File: src/hw/rtl/pbm_pkg.sv
// ----------------------------------------------------------------------------
// pbm_pkg: shared types and constants for the pixel blend unit
// Blend mode codes, lane control word, register indexes and the /255 helper.
// ----------------------------------------------------------------------------
package pbm_pkg;

  localparam int unsigned CH_W       = 8;
  localparam int unsigned PIX_W      = 32;
  localparam int unsigned NUM_LANES  = 3;
  localparam int unsigned CFG_IDX_W  = 2;
  localparam int unsigned CFG_DATA_W = 8;

  localparam logic [CH_W-1:0] CH_MAX   = 8'hFF;
  localparam logic [CH_W-1:0] TOP_NONE = 8'h00;
  localparam logic [CH_W-1:0] TOP_FULL = 8'hFF;

  // register indexes on the configuration port
  localparam logic [CFG_IDX_W-1:0] CFG_IDX_MODE  = 2'd0;
  localparam logic [CFG_IDX_W-1:0] CFG_IDX_ALPHA = 2'd1;

  typedef enum logic [1:0] {
    MODE_OVER   = 2'd0,
    MODE_ADD    = 2'd1,
    MODE_MUL    = 2'd2,
    MODE_SCREEN = 2'd3
  } pbm_mode_t;

  // configuration seen by every lane
  typedef struct packed {
    pbm_mode_t       mode;
    logic [CH_W-1:0] alpha;
  } pbm_ctl_t;

  // x / 255 by reciprocal: (x + 1 + (x >> 8)) >> 8, exact for x <= 65534.
  // All callers stay at or below 255 * 255.
  function automatic logic [CH_W-1:0] div255(input logic [15:0] x);
    logic [16:0] t;
    t = {1'b0, x} + 17'd1 + {9'd0, x[15:8]};
    return t[15:8];
  endfunction

endpackage

File: src/hw/rtl/pbm_lane.sv
// ----------------------------------------------------------------------------
// pbm_lane: one color channel of the blend datapath
// Three-step channel mix: products, /255 plus second product, final /255.
// ----------------------------------------------------------------------------
module pbm_lane import pbm_pkg::*; (
  input  logic            clk,
  input  logic            en,
  input  pbm_ctl_t        ctl,
  input  logic [CH_W-1:0] s,
  input  logic [CH_W-1:0] d,
  output logic [CH_W-1:0] v
);

  logic [CH_W-1:0] s_e, d_e, b_op;
  logic [15:0]     p0_nxt, p1_nxt;
  logic [15:0]     p0_r, p1_r;
  logic [CH_W-1:0] d1_r;

  logic [16:0]     sum;
  logic [CH_W-1:0] q0, q1;
  logic [CH_W:0]   add_t;
  logic [CH_W-1:0] pre_nxt;
  logic [15:0]     m_nxt;
  logic [15:0]     m_r;
  logic [CH_W-1:0] q1_r, pre_r;

  logic [CH_W:0]   mm;

  // stage 1: screen works on inverted channels; pick second operand by mode
  always_comb begin
    s_e = (ctl.mode == MODE_SCREEN) ? ~s : s;
    d_e = (ctl.mode == MODE_SCREEN) ? ~d : d;
    case (ctl.mode)
      MODE_OVER, MODE_ADD: b_op = ctl.alpha;
      MODE_MUL, MODE_SCREEN: b_op = d_e;
      default: b_op = ctl.alpha;
    endcase
    p0_nxt = 16'(s_e) * 16'(b_op);
    p1_nxt = 16'(d_e) * 16'(CH_MAX - ctl.alpha);
  end

  always_ff @(posedge clk) begin
    if (en) begin
      p0_r <= p0_nxt;
      p1_r <= p1_nxt;
      d1_r <= d_e;
    end
  end

  // stage 2: over and additive finish here; multiply and screen form q(s*d)*a
  always_comb begin
    sum   = {1'b0, p0_r} + {1'b0, p1_r};
    q0    = div255(p0_r);
    q1    = div255(p1_r);
    add_t = {1'b0, q0} + {1'b0, d1_r};
    case (ctl.mode)
      MODE_OVER: pre_nxt = div255(sum[15:0]);
      MODE_ADD:  pre_nxt = add_t[CH_W] ? CH_MAX : add_t[CH_W-1:0];
      default:   pre_nxt = '0;
    endcase
    m_nxt = 16'(q0) * 16'(ctl.alpha);
  end

  always_ff @(posedge clk) begin
    if (en) begin
      m_r   <= m_nxt;
      q1_r  <= q1;
      pre_r <= pre_nxt;
    end
  end

  // stage 3: multiply/screen sum never exceeds the (screen-inverted) destination
  always_comb begin
    mm = {1'b0, div255(m_r)} + {1'b0, q1_r};
    case (ctl.mode)
      MODE_MUL:    v = mm[CH_W-1:0];
      MODE_SCREEN: v = ~mm[CH_W-1:0];
      default:     v = pre_r;
    endcase
  end

endmodule

File: src/hw/rtl/pbm_merge.sv
// ----------------------------------------------------------------------------
// pbm_merge: output stage of the blend unit
// Joins the lane channels, applies pass-through cases and the top byte rule.
// ----------------------------------------------------------------------------
module pbm_merge import pbm_pkg::*; (
  input  logic                      clk,
  input  logic                      rst_n,
  input  logic                      en,
  input  pbm_ctl_t                  ctl,
  input  logic                      vld,
  input  logic [PIX_W-1:0]          src,
  input  logic [PIX_W-1:0]          dst,
  input  logic [NUM_LANES*CH_W-1:0] lanes,
  output logic                      out_valid,
  output logic [PIX_W-1:0]          out_pixel
);

  logic             out_valid_r;
  logic [PIX_W-1:0] pixel_nxt, pixel_r;

  // pass-through first, then the lane word with its top byte
  always_comb begin
    if (ctl.alpha == '0) begin
      pixel_nxt = dst;
    end else if (ctl.mode == MODE_OVER && ctl.alpha == CH_MAX) begin
      pixel_nxt = src;
    end else if (ctl.mode == MODE_SCREEN) begin
      pixel_nxt = {TOP_FULL, lanes};
    end else begin
      pixel_nxt = {TOP_NONE, lanes};
    end
  end

  always_ff @(posedge clk) begin
    if (!rst_n) begin
      out_valid_r <= 1'b0;
    end else if (en) begin
      out_valid_r <= vld;
    end
  end

  always_ff @(posedge clk) begin
    if (en) begin
      pixel_r <= pixel_nxt;
    end
  end

  assign out_valid = out_valid_r;
  assign out_pixel = pixel_r;

endmodule

File: src/hw/rtl/pixel_blend_modes.sv
// ----------------------------------------------------------------------------
// pixel_blend_modes: per-pixel blend of a source over a destination
// Three channel lanes and an output merge stage in a three-stage pipeline.
// ----------------------------------------------------------------------------
// Usage:
//   Input channel: in_valid/in_stall carry one word of source and destination
//   pixel (RGB in bits 23:0). Output channel: out_valid/out_stall carry one
//   blended pixel word. A word moves when valid is high and stall is low.
//   Config: cfg_valid/cfg_ready (ready is always high); index 0 is the blend
//   mode (over, additive, multiply, screen), index 1 the surface alpha.
//   Other indexes are dropped. Write config only while the pipe is empty.
// Throughput: one pixel per cycle unless stalled; pixels are independent.
// Pipeline: an accepted word goes through three registers (lane products,
//   lane second product, output register) before it shows on out_*.
// Stall: while out_valid is high and out_stall is asserted the whole pipe
//   holds and in_stall is raised; the presented word stays unchanged.
// Reset: synchronous, active low; clears valid bits, mode to source over
//   and alpha to 255 (opaque).
// ----------------------------------------------------------------------------
module pixel_blend_modes import pbm_pkg::*; (
  input  logic                  clk,
  input  logic                  rst_n,
  input  logic                  in_valid,
  output logic                  in_stall,
  input  logic [PIX_W-1:0]      in_src_pixel,
  input  logic [PIX_W-1:0]      in_dst_pixel,
  output logic                  out_valid,
  input  logic                  out_stall,
  output logic [PIX_W-1:0]      out_result_pixel,
  input  logic                  cfg_valid,
  output logic                  cfg_ready,
  input  logic [CFG_IDX_W-1:0]  cfg_index,
  input  logic [CFG_DATA_W-1:0] cfg_data
);

  pbm_mode_t        blend_mode_r;
  logic [CH_W-1:0]  surface_alpha_r;
  pbm_ctl_t         ctl;
  logic             en;
  logic             v1_r, v2_r;
  logic [PIX_W-1:0] src1_r, dst1_r, src2_r, dst2_r;
  logic [NUM_LANES*CH_W-1:0] lanes;

  // configuration registers
  assign cfg_ready = 1'b1;

  always_ff @(posedge clk) begin
    if (!rst_n) begin
      blend_mode_r    <= MODE_OVER;
      surface_alpha_r <= CH_MAX;
    end else if (cfg_valid && cfg_ready) begin
      case (cfg_index)
        CFG_IDX_MODE:  blend_mode_r    <= pbm_mode_t'(cfg_data[1:0]);
        CFG_IDX_ALPHA: surface_alpha_r <= cfg_data;
        default: ;
      endcase
    end
  end

  assign ctl.mode  = blend_mode_r;
  assign ctl.alpha = surface_alpha_r;

  // pipe advances unless the presented word is held
  assign en       = !(out_valid && out_stall);
  assign in_stall = !en;

  always_ff @(posedge clk) begin
    if (!rst_n) begin
      v1_r <= 1'b0;
      v2_r <= 1'b0;
    end else if (en) begin
      v1_r <= in_valid;
      v2_r <= v1_r;
    end
  end

  // pixel words ride along for the pass-through cases
  always_ff @(posedge clk) begin
    if (en) begin
      src1_r <= in_src_pixel;
      dst1_r <= in_dst_pixel;
      src2_r <= src1_r;
      dst2_r <= dst1_r;
    end
  end

  // one lane per color channel
  for (genvar k = 0; k < NUM_LANES; k++) begin : g_lane
    pbm_lane u_lane (
      .clk (clk),
      .en  (en),
      .ctl (ctl),
      .s   (in_src_pixel[k*CH_W +: CH_W]),
      .d   (in_dst_pixel[k*CH_W +: CH_W]),
      .v   (lanes[k*CH_W +: CH_W])
    );
  end

  pbm_merge u_merge (
    .clk       (clk),
    .rst_n     (rst_n),
    .en        (en),
    .ctl       (ctl),
    .vld       (v2_r),
    .src       (src2_r),
    .dst       (dst2_r),
    .lanes     (lanes),
    .out_valid (out_valid),
    .out_pixel (out_result_pixel)
  );

  // a word moving down the pipe is never dropped
  a_v1_to_v2: assert property (@(posedge clk) disable iff (!rst_n)
    (v1_r && en) |=> v2_r) else $error("stage 1 word lost");

  a_v2_to_out: assert property (@(posedge clk) disable iff (!rst_n)
    (v2_r && en) |=> out_valid) else $error("stage 2 word lost");

  // a held pipe keeps its occupancy
  a_hold: assert property (@(posedge clk) disable iff (!rst_n)
    !en |=> ($stable(v1_r) && $stable(v2_r)))
    else $error("pipe moved while held");

endmodule

File: config.mk
export PLATFORM = sky130hd
export DESIGN_NAME = pixel_blend_modes
export DESIGN_NICKNAME = d
export VERILOG_FILES = /design/src/hw/rtl/pbm_pkg.sv /design/src/hw/rtl/pbm_lane.sv /design/src/hw/rtl/pbm_merge.sv /design/src/hw/rtl/pixel_blend_modes.sv
export SDC_FILE = /design/constraint.sdc
export NUM_CORES = 2
export LEC_CHECK = 0
export BUFFER_PORTS_ARGS = -buffer_cell sky130_fd_sc_hd__buf_2
export CAP_MARGIN = 5
export CORE_MARGIN = 2
export CORE_UTILIZATION = 59
export CTS_CLUSTER_DIAMETER = 120
export DETAILED_ROUTE_END_ITERATION = 8
export PLACE_DENSITY = 0.81
export SYNTH_ARGS = -nofsm -noshare
export SYNTH_HDL_FRONTEND = slang
export SYNTH_SLANG_ARGS = --single-unit
File: constraint.sdc
create_clock -name clk -period 22.9 [get_ports clk]
set_input_delay 6.87 -clock clk [delete_from_list [all_inputs] [get_ports clk]]
set_output_delay 6.87 -clock clk [all_outputs]
set_load 0.02 [all_outputs]
Yosys cells after proc, flatten, opt, wreduce, memory -nomap -nowiden
Cells that the tools add are included.

Add/sub/neg operators: 34. Multiply operators: 9. Equality and inequality tests: 5. Mux-type cells: 21. Bitwise logic cells: 9. Reduce and logical (&&, ||, !) cells: 9.

Operators by type and width (number): $add A16 B1 Y16 const B (12); $add A16 B8 Y16 (12); $pmux W8 S2 (9); $mul A8 B8 Y16 (6); $mux W32 (3); $mux W8 (9); $not A8 Y8 (9); $add A16 B16 Y16 (3); $mul A8 B16 Y16 (3); $add A8 B8 Y9 (3); $add A8 B8 Y8 (3); $sub A8 B8 Y9 const A (1); $eq A8 B8 Y1 const B (1); $logic_not A8 Y1 (1); $eq A2 B1 Y1 const B (2); $eq A2 B2 Y1 const B (2); $logic_not A2 Y1 (2); $reduce_and A2 Y1 (2); $reduce_or A2 Y1 (2); $logic_and A1 B1 Y1 (2).

Flip-flop bits (word level): 389. Bits of input ports: 79. Output and inout port bits: 35. Word-level logic and storage cells: 115.

Longest topological paths before layout
Depth after elaboration: 8. Gate-level depth with buffers: 27. Gate-level depth less buffers: 27.

Modules after synthesis
A second synthesis with hierarchy kept.

Cell total of the unflattened synthesis: 4017. Area total of the unflattened synthesis: 40416.3 um^2.

By module, submodules not included: pbm_lane at g_lane[0].u_lane (times used 1, cells each 1226, area each 11379.7 um^2, seq. area each 2162.1 um^2); pbm_lane at g_lane[1].u_lane (times used 1, cells each 1212, area each 11373.4 um^2, seq. area each 2162.1 um^2); pbm_lane at g_lane[2].u_lane (times used 1, cells each 1205, area each 11248.3 um^2, seq. area each 2162.1 um^2); pixel_blend_modes (times used 1, cells each 188, area each 4433.0 um^2, seq. area each 4083.9 um^2); pbm_merge (times used 1, cells each 186, area each 1981.9 um^2, seq. area each 980.9 um^2).

Worst setup path before layout
No wires, ideal clock.

Path kind: input to output. Start point: input out_stall. End point: output in_stall. Arrival: 16.648 ns. Data required time: 16.030 ns. Setup slack: -0.618 ns. Stages: 2. Buffers on the path: 0. Cells stage by stage: nand2_1 -> inv_1.

Word-level cells in the longest chain between the ends: 1.

RTL lines: start, declared (line pixel_blend_modes.sv:28) `input logic out_stall,`; $logic_and A1 B1 Y1 (line pixel_blend_modes.sv:64) `assign en = !(out_valid && out_stall);`; end, declared (line pixel_blend_modes.sv:24) `output logic in_stall,`.

No other way between the ends.

Worst setup path in the final report
Same ends and word-level chain as after synthesis.

==> summary.txt <==
Global routing
  • Busiest metal layer after global routing: met2
  • Met2 Use GR: 46.6%
  • Initial antenna violation count: 4
  • Routing usage on met3: 4.92%
  • Largest net degree at the start of global routing: 183
  • Final global-route overflow total: 0
  • Total global routing track utilization: between 20% and 30%
  • M1 GR Usage: 36.4%
  • Number of global-route vias before repair: 28,900
  • First-pass GRT wire length: 150,000 um

Synth
  • Syn Area/Cell: 10.1 um^2
  • Unique cell type count in the Yosys netlist: 82
  • Post-synth top area share: 28.9%
  • Cell Area, Synth: slightly below 40,000 um^2
  • Seq/Total Area, Yosys: 29.6%
  • Top cell type by total area after synthesis: edfxtp_1
  • Area contributors post-synth: edfxtp_1 (29%), fa_1 (17%), ha_1 (16%)
  • Yosys reg bits: a little under 400
  • Mapped Nets: 4,762
  • Post-synth EDFFs: about 380
  • Yosys Warn Count: 0
  • Synth Flop Type: edfxtp_1
  • Post-synth ARST share: 0%
  • Cells after synthesis: 3,852

Clock network
  • TritonCTS clock tree: built
  • H-tree levels: 2
  • Clock Tree Root: clkbuf_16
  • Clk_lat worst skew: 0.61 ns
  • CTS Hold Bufs: 0
  • Clock sink total: 389
  • CTS Buffer Depth: 3
  • Setup Fix Bufs, Post-CTS: 0
  • CTS buffer count: between 40 and 50
  • PostCTS Resize Cnt: 0
  • Clock slew at reported path FFs: approximately 0.060 ns

Cells and area
  • Share of post-route cells with drive strength above 1: 9.69%
  • Layout area overhead: 8.60%
  • Total Nets Final: between 4,000 and 5,000

STA
  • Post-route setup slack: 7.97 ns
  • Final setup fails: 0
  • Relative slew slack: 10.8%
  • Fin Clk Skew: 0.0388 ns
  • Max Fclk: 67.0 MHz
  • RSZ-0062 raised after global routing: no
  • Fin. Hold Viols: 0
  • Slew @ Worst Pin: about 1.3 ns
  • Max Slew Vio Count: 0
  • Min Clock Period, post-route: 14.93 ns
  • Fin Setup TNS: 0 ns
  • Final period util: 65.2%

Setup path
  • Critical R2R Capture: g_lane[0].u_lane.m_r[15]$_DFFE_PN_
  • Setup CP Type: in2out
  • CP Launch Point: out_stall
  • R2R Path Start: g_lane[0].u_lane.p0_r[9]$_DFFE_PN_
  • CP arrival: roughly 8.1 ns
  • R2R setup slack: between 15 and 20 ns
  • Crit Path Max Fanout: 123
  • Critical path launch point type: input pin
  • CP required: 16.03 ns
  • R2R cell count: 26
  • Crit. End Element: primary output

Run status
  • Status: finished, final reports clean

Route
  • DRT Wirelength: 92,800 um
  • Drt pass-1 iters: 8
  • Wirelength per Cell: 19.1 um
  • Vias/cell: 5.77
  • Remaining antenna violation count: 0
  • DR DRC count: 0
  • DRT iter0 DRCs: 2,201
  • Via Count: 28,100

Placed design
  • I/O Buffers: ~110
  • Worst slack, placed: 7.90 ns
  • Post-DP HPWL: between 60,000 and 70,000 um
  • Global placement routability congestion: 0.908

Die
  • Die height: 261 um
  • Io pins: about 110
  • Die X: between 200 and 300 um
  • # rows: 94
  • DIE AREA: 68,200 um^2
  • Core area: 65,600 um^2
  • Initial Util: 59.5%

Min path
  • Hold_sp: dst1_r[7]$_DFFE_PN_
  • Worst Hold End: dst2_r[7]$_DFFE_PN_
  • Worst Hold Class: reg2reg
  • Hold depth: 0

Run
  • Max Cap Violations: 0
## registers in the layout (all words and copies together) (netlist names)
signal               flops
blend_mode_r             2
dst1_r                  32
dst2_r                  32
g_lane.u_lane.d1_r      24
g_lane.u_lane.m_r       48
g_lane.u_lane.p0_r      48
g_lane.u_lane.p1_r      48
g_lane.u_lane.pre_r     24
g_lane.u_lane.q1_r      24
src1_r                  32
src2_r                  32
surface_alpha_r          8
u_merge.out_pixel       32
u_merge.out_valid        1
v1_r                     1
v2_r                     1
## per-layer routing
layer	routed length, um	share of wire [%]	vias up
met5	10	0.011	-
li1	-	-	13100
met3	7340	7.9	202
met1	37600	41	13800
met2	44300	48	1013
met4	3570	3.8	2
## cells in the mapped netlist (all sizes together), types with 6 or more instances
cell,number
a31oi,23
a21oi,167
xnor2,233
fa,333
edfxtp,376
nor2b,116
nand4,12
o211a,6
or3,7
inv,527
nor2,355
xor2,100
and2,104
ha,498
and3,18
o211ai,11
o21a,55
nand3,53
buf,14
a221oi,6
and4,6
nor4,7
nor3,45
a21boi,13
a2111oi,9
a21o,64
o41a,13
or2,101
nand2b,33
a41o,7
nand2,237
dfxtp,13
a211o,8
o21bai,14
o21ai,85
o2111ai,14
clkbuf,88
a211oi,33
mux2i,9
## critical path, stage by stage
cell,delay [ns]
buf_2,0.13
nand2_8,0.62
inv_1,0.20
buf_2,0.22
## kinds of logic (layout without fill, tap and decap cells)
| kind of cell | Yosys count | after routing | synth area share, % |
|---|---|---|---|
| adder cells (fa/ha/maj) | 831 | 831 | 33.1 |
| AND/OR/NAND/NOR | 1107 | 1107 | 13.8 |
| AO/OA/AOI/OAI | 549 | 549 | 9.53 |
| flip-flops | 389 | 389 | 29.6 |
| buffers and inverters | 629 | 780 | 6.09 |
| multiplexers | 13 | 13 | 0.356 |
| other | 1 | 3 | 0.00961 |
| XOR/XNOR | 333 | 333 | 7.58 |
## how the worst max path moves through the flow
stage	end	slack, ns	depth (start not counted)
global placement	in_stall	7.94	4
detailed placement	in_stall	7.90	4
CTS	in_stall	7.91	4
global route	in_stall	7.82	4
finish	in_stall	7.97	4
floorplan	in_stall	3.58	2
## placed cells by master, fill, tap and decap left out, drive strengths merged, types with 18 or more instances in the layout
cell type / count
nor3: 45
or2: 101
a31oi: 23
xor2: 100
nand2b: 33
and2: 104
o21a: 55
nor2: 355
nand3: 53
o21ai: 85
nand2: 237
inv: 532
buf: 168
a21o: 64
nor2b: 116
a21oi: 167
clkbuf: 57
xnor2: 233
a211oi: 33
fa: 333
ha: 498
edfxtp: 376
and3: 18
## metrics by stage
step | area (um^2) | instances | hold WS [ns] | utilization (%)
detailed placement | 40700 | 4782 | 0.405 | 62.1
global route | 42400 | 4867 | 0.412 | 64.6
global placement | 40700 | 4782 | 0.400 | 62.1
finish | 42400 | 4869 | 0.412 | 64.6
CTS | 42400 | 4867 | 0.416 | 64.6
floorplan | 39000 | 3852 | 0.400 | -
## layout make-up
type | count | area, um^2
tap | 864 | 1080
sequential | 389 | 11600
clock buffer | 57 | 1240
multi-input combinational | 2834 | 25100
inverter | 527 | 1980
antenna | 2 | 5.00
fill | 5008 | 23200
timing repair buffer | 168 | 993
clock inverter | 28 | 382
Power is not shown: default switching activity piles up to over one toggle a cycle in this logic, so the estimate is an artifact.
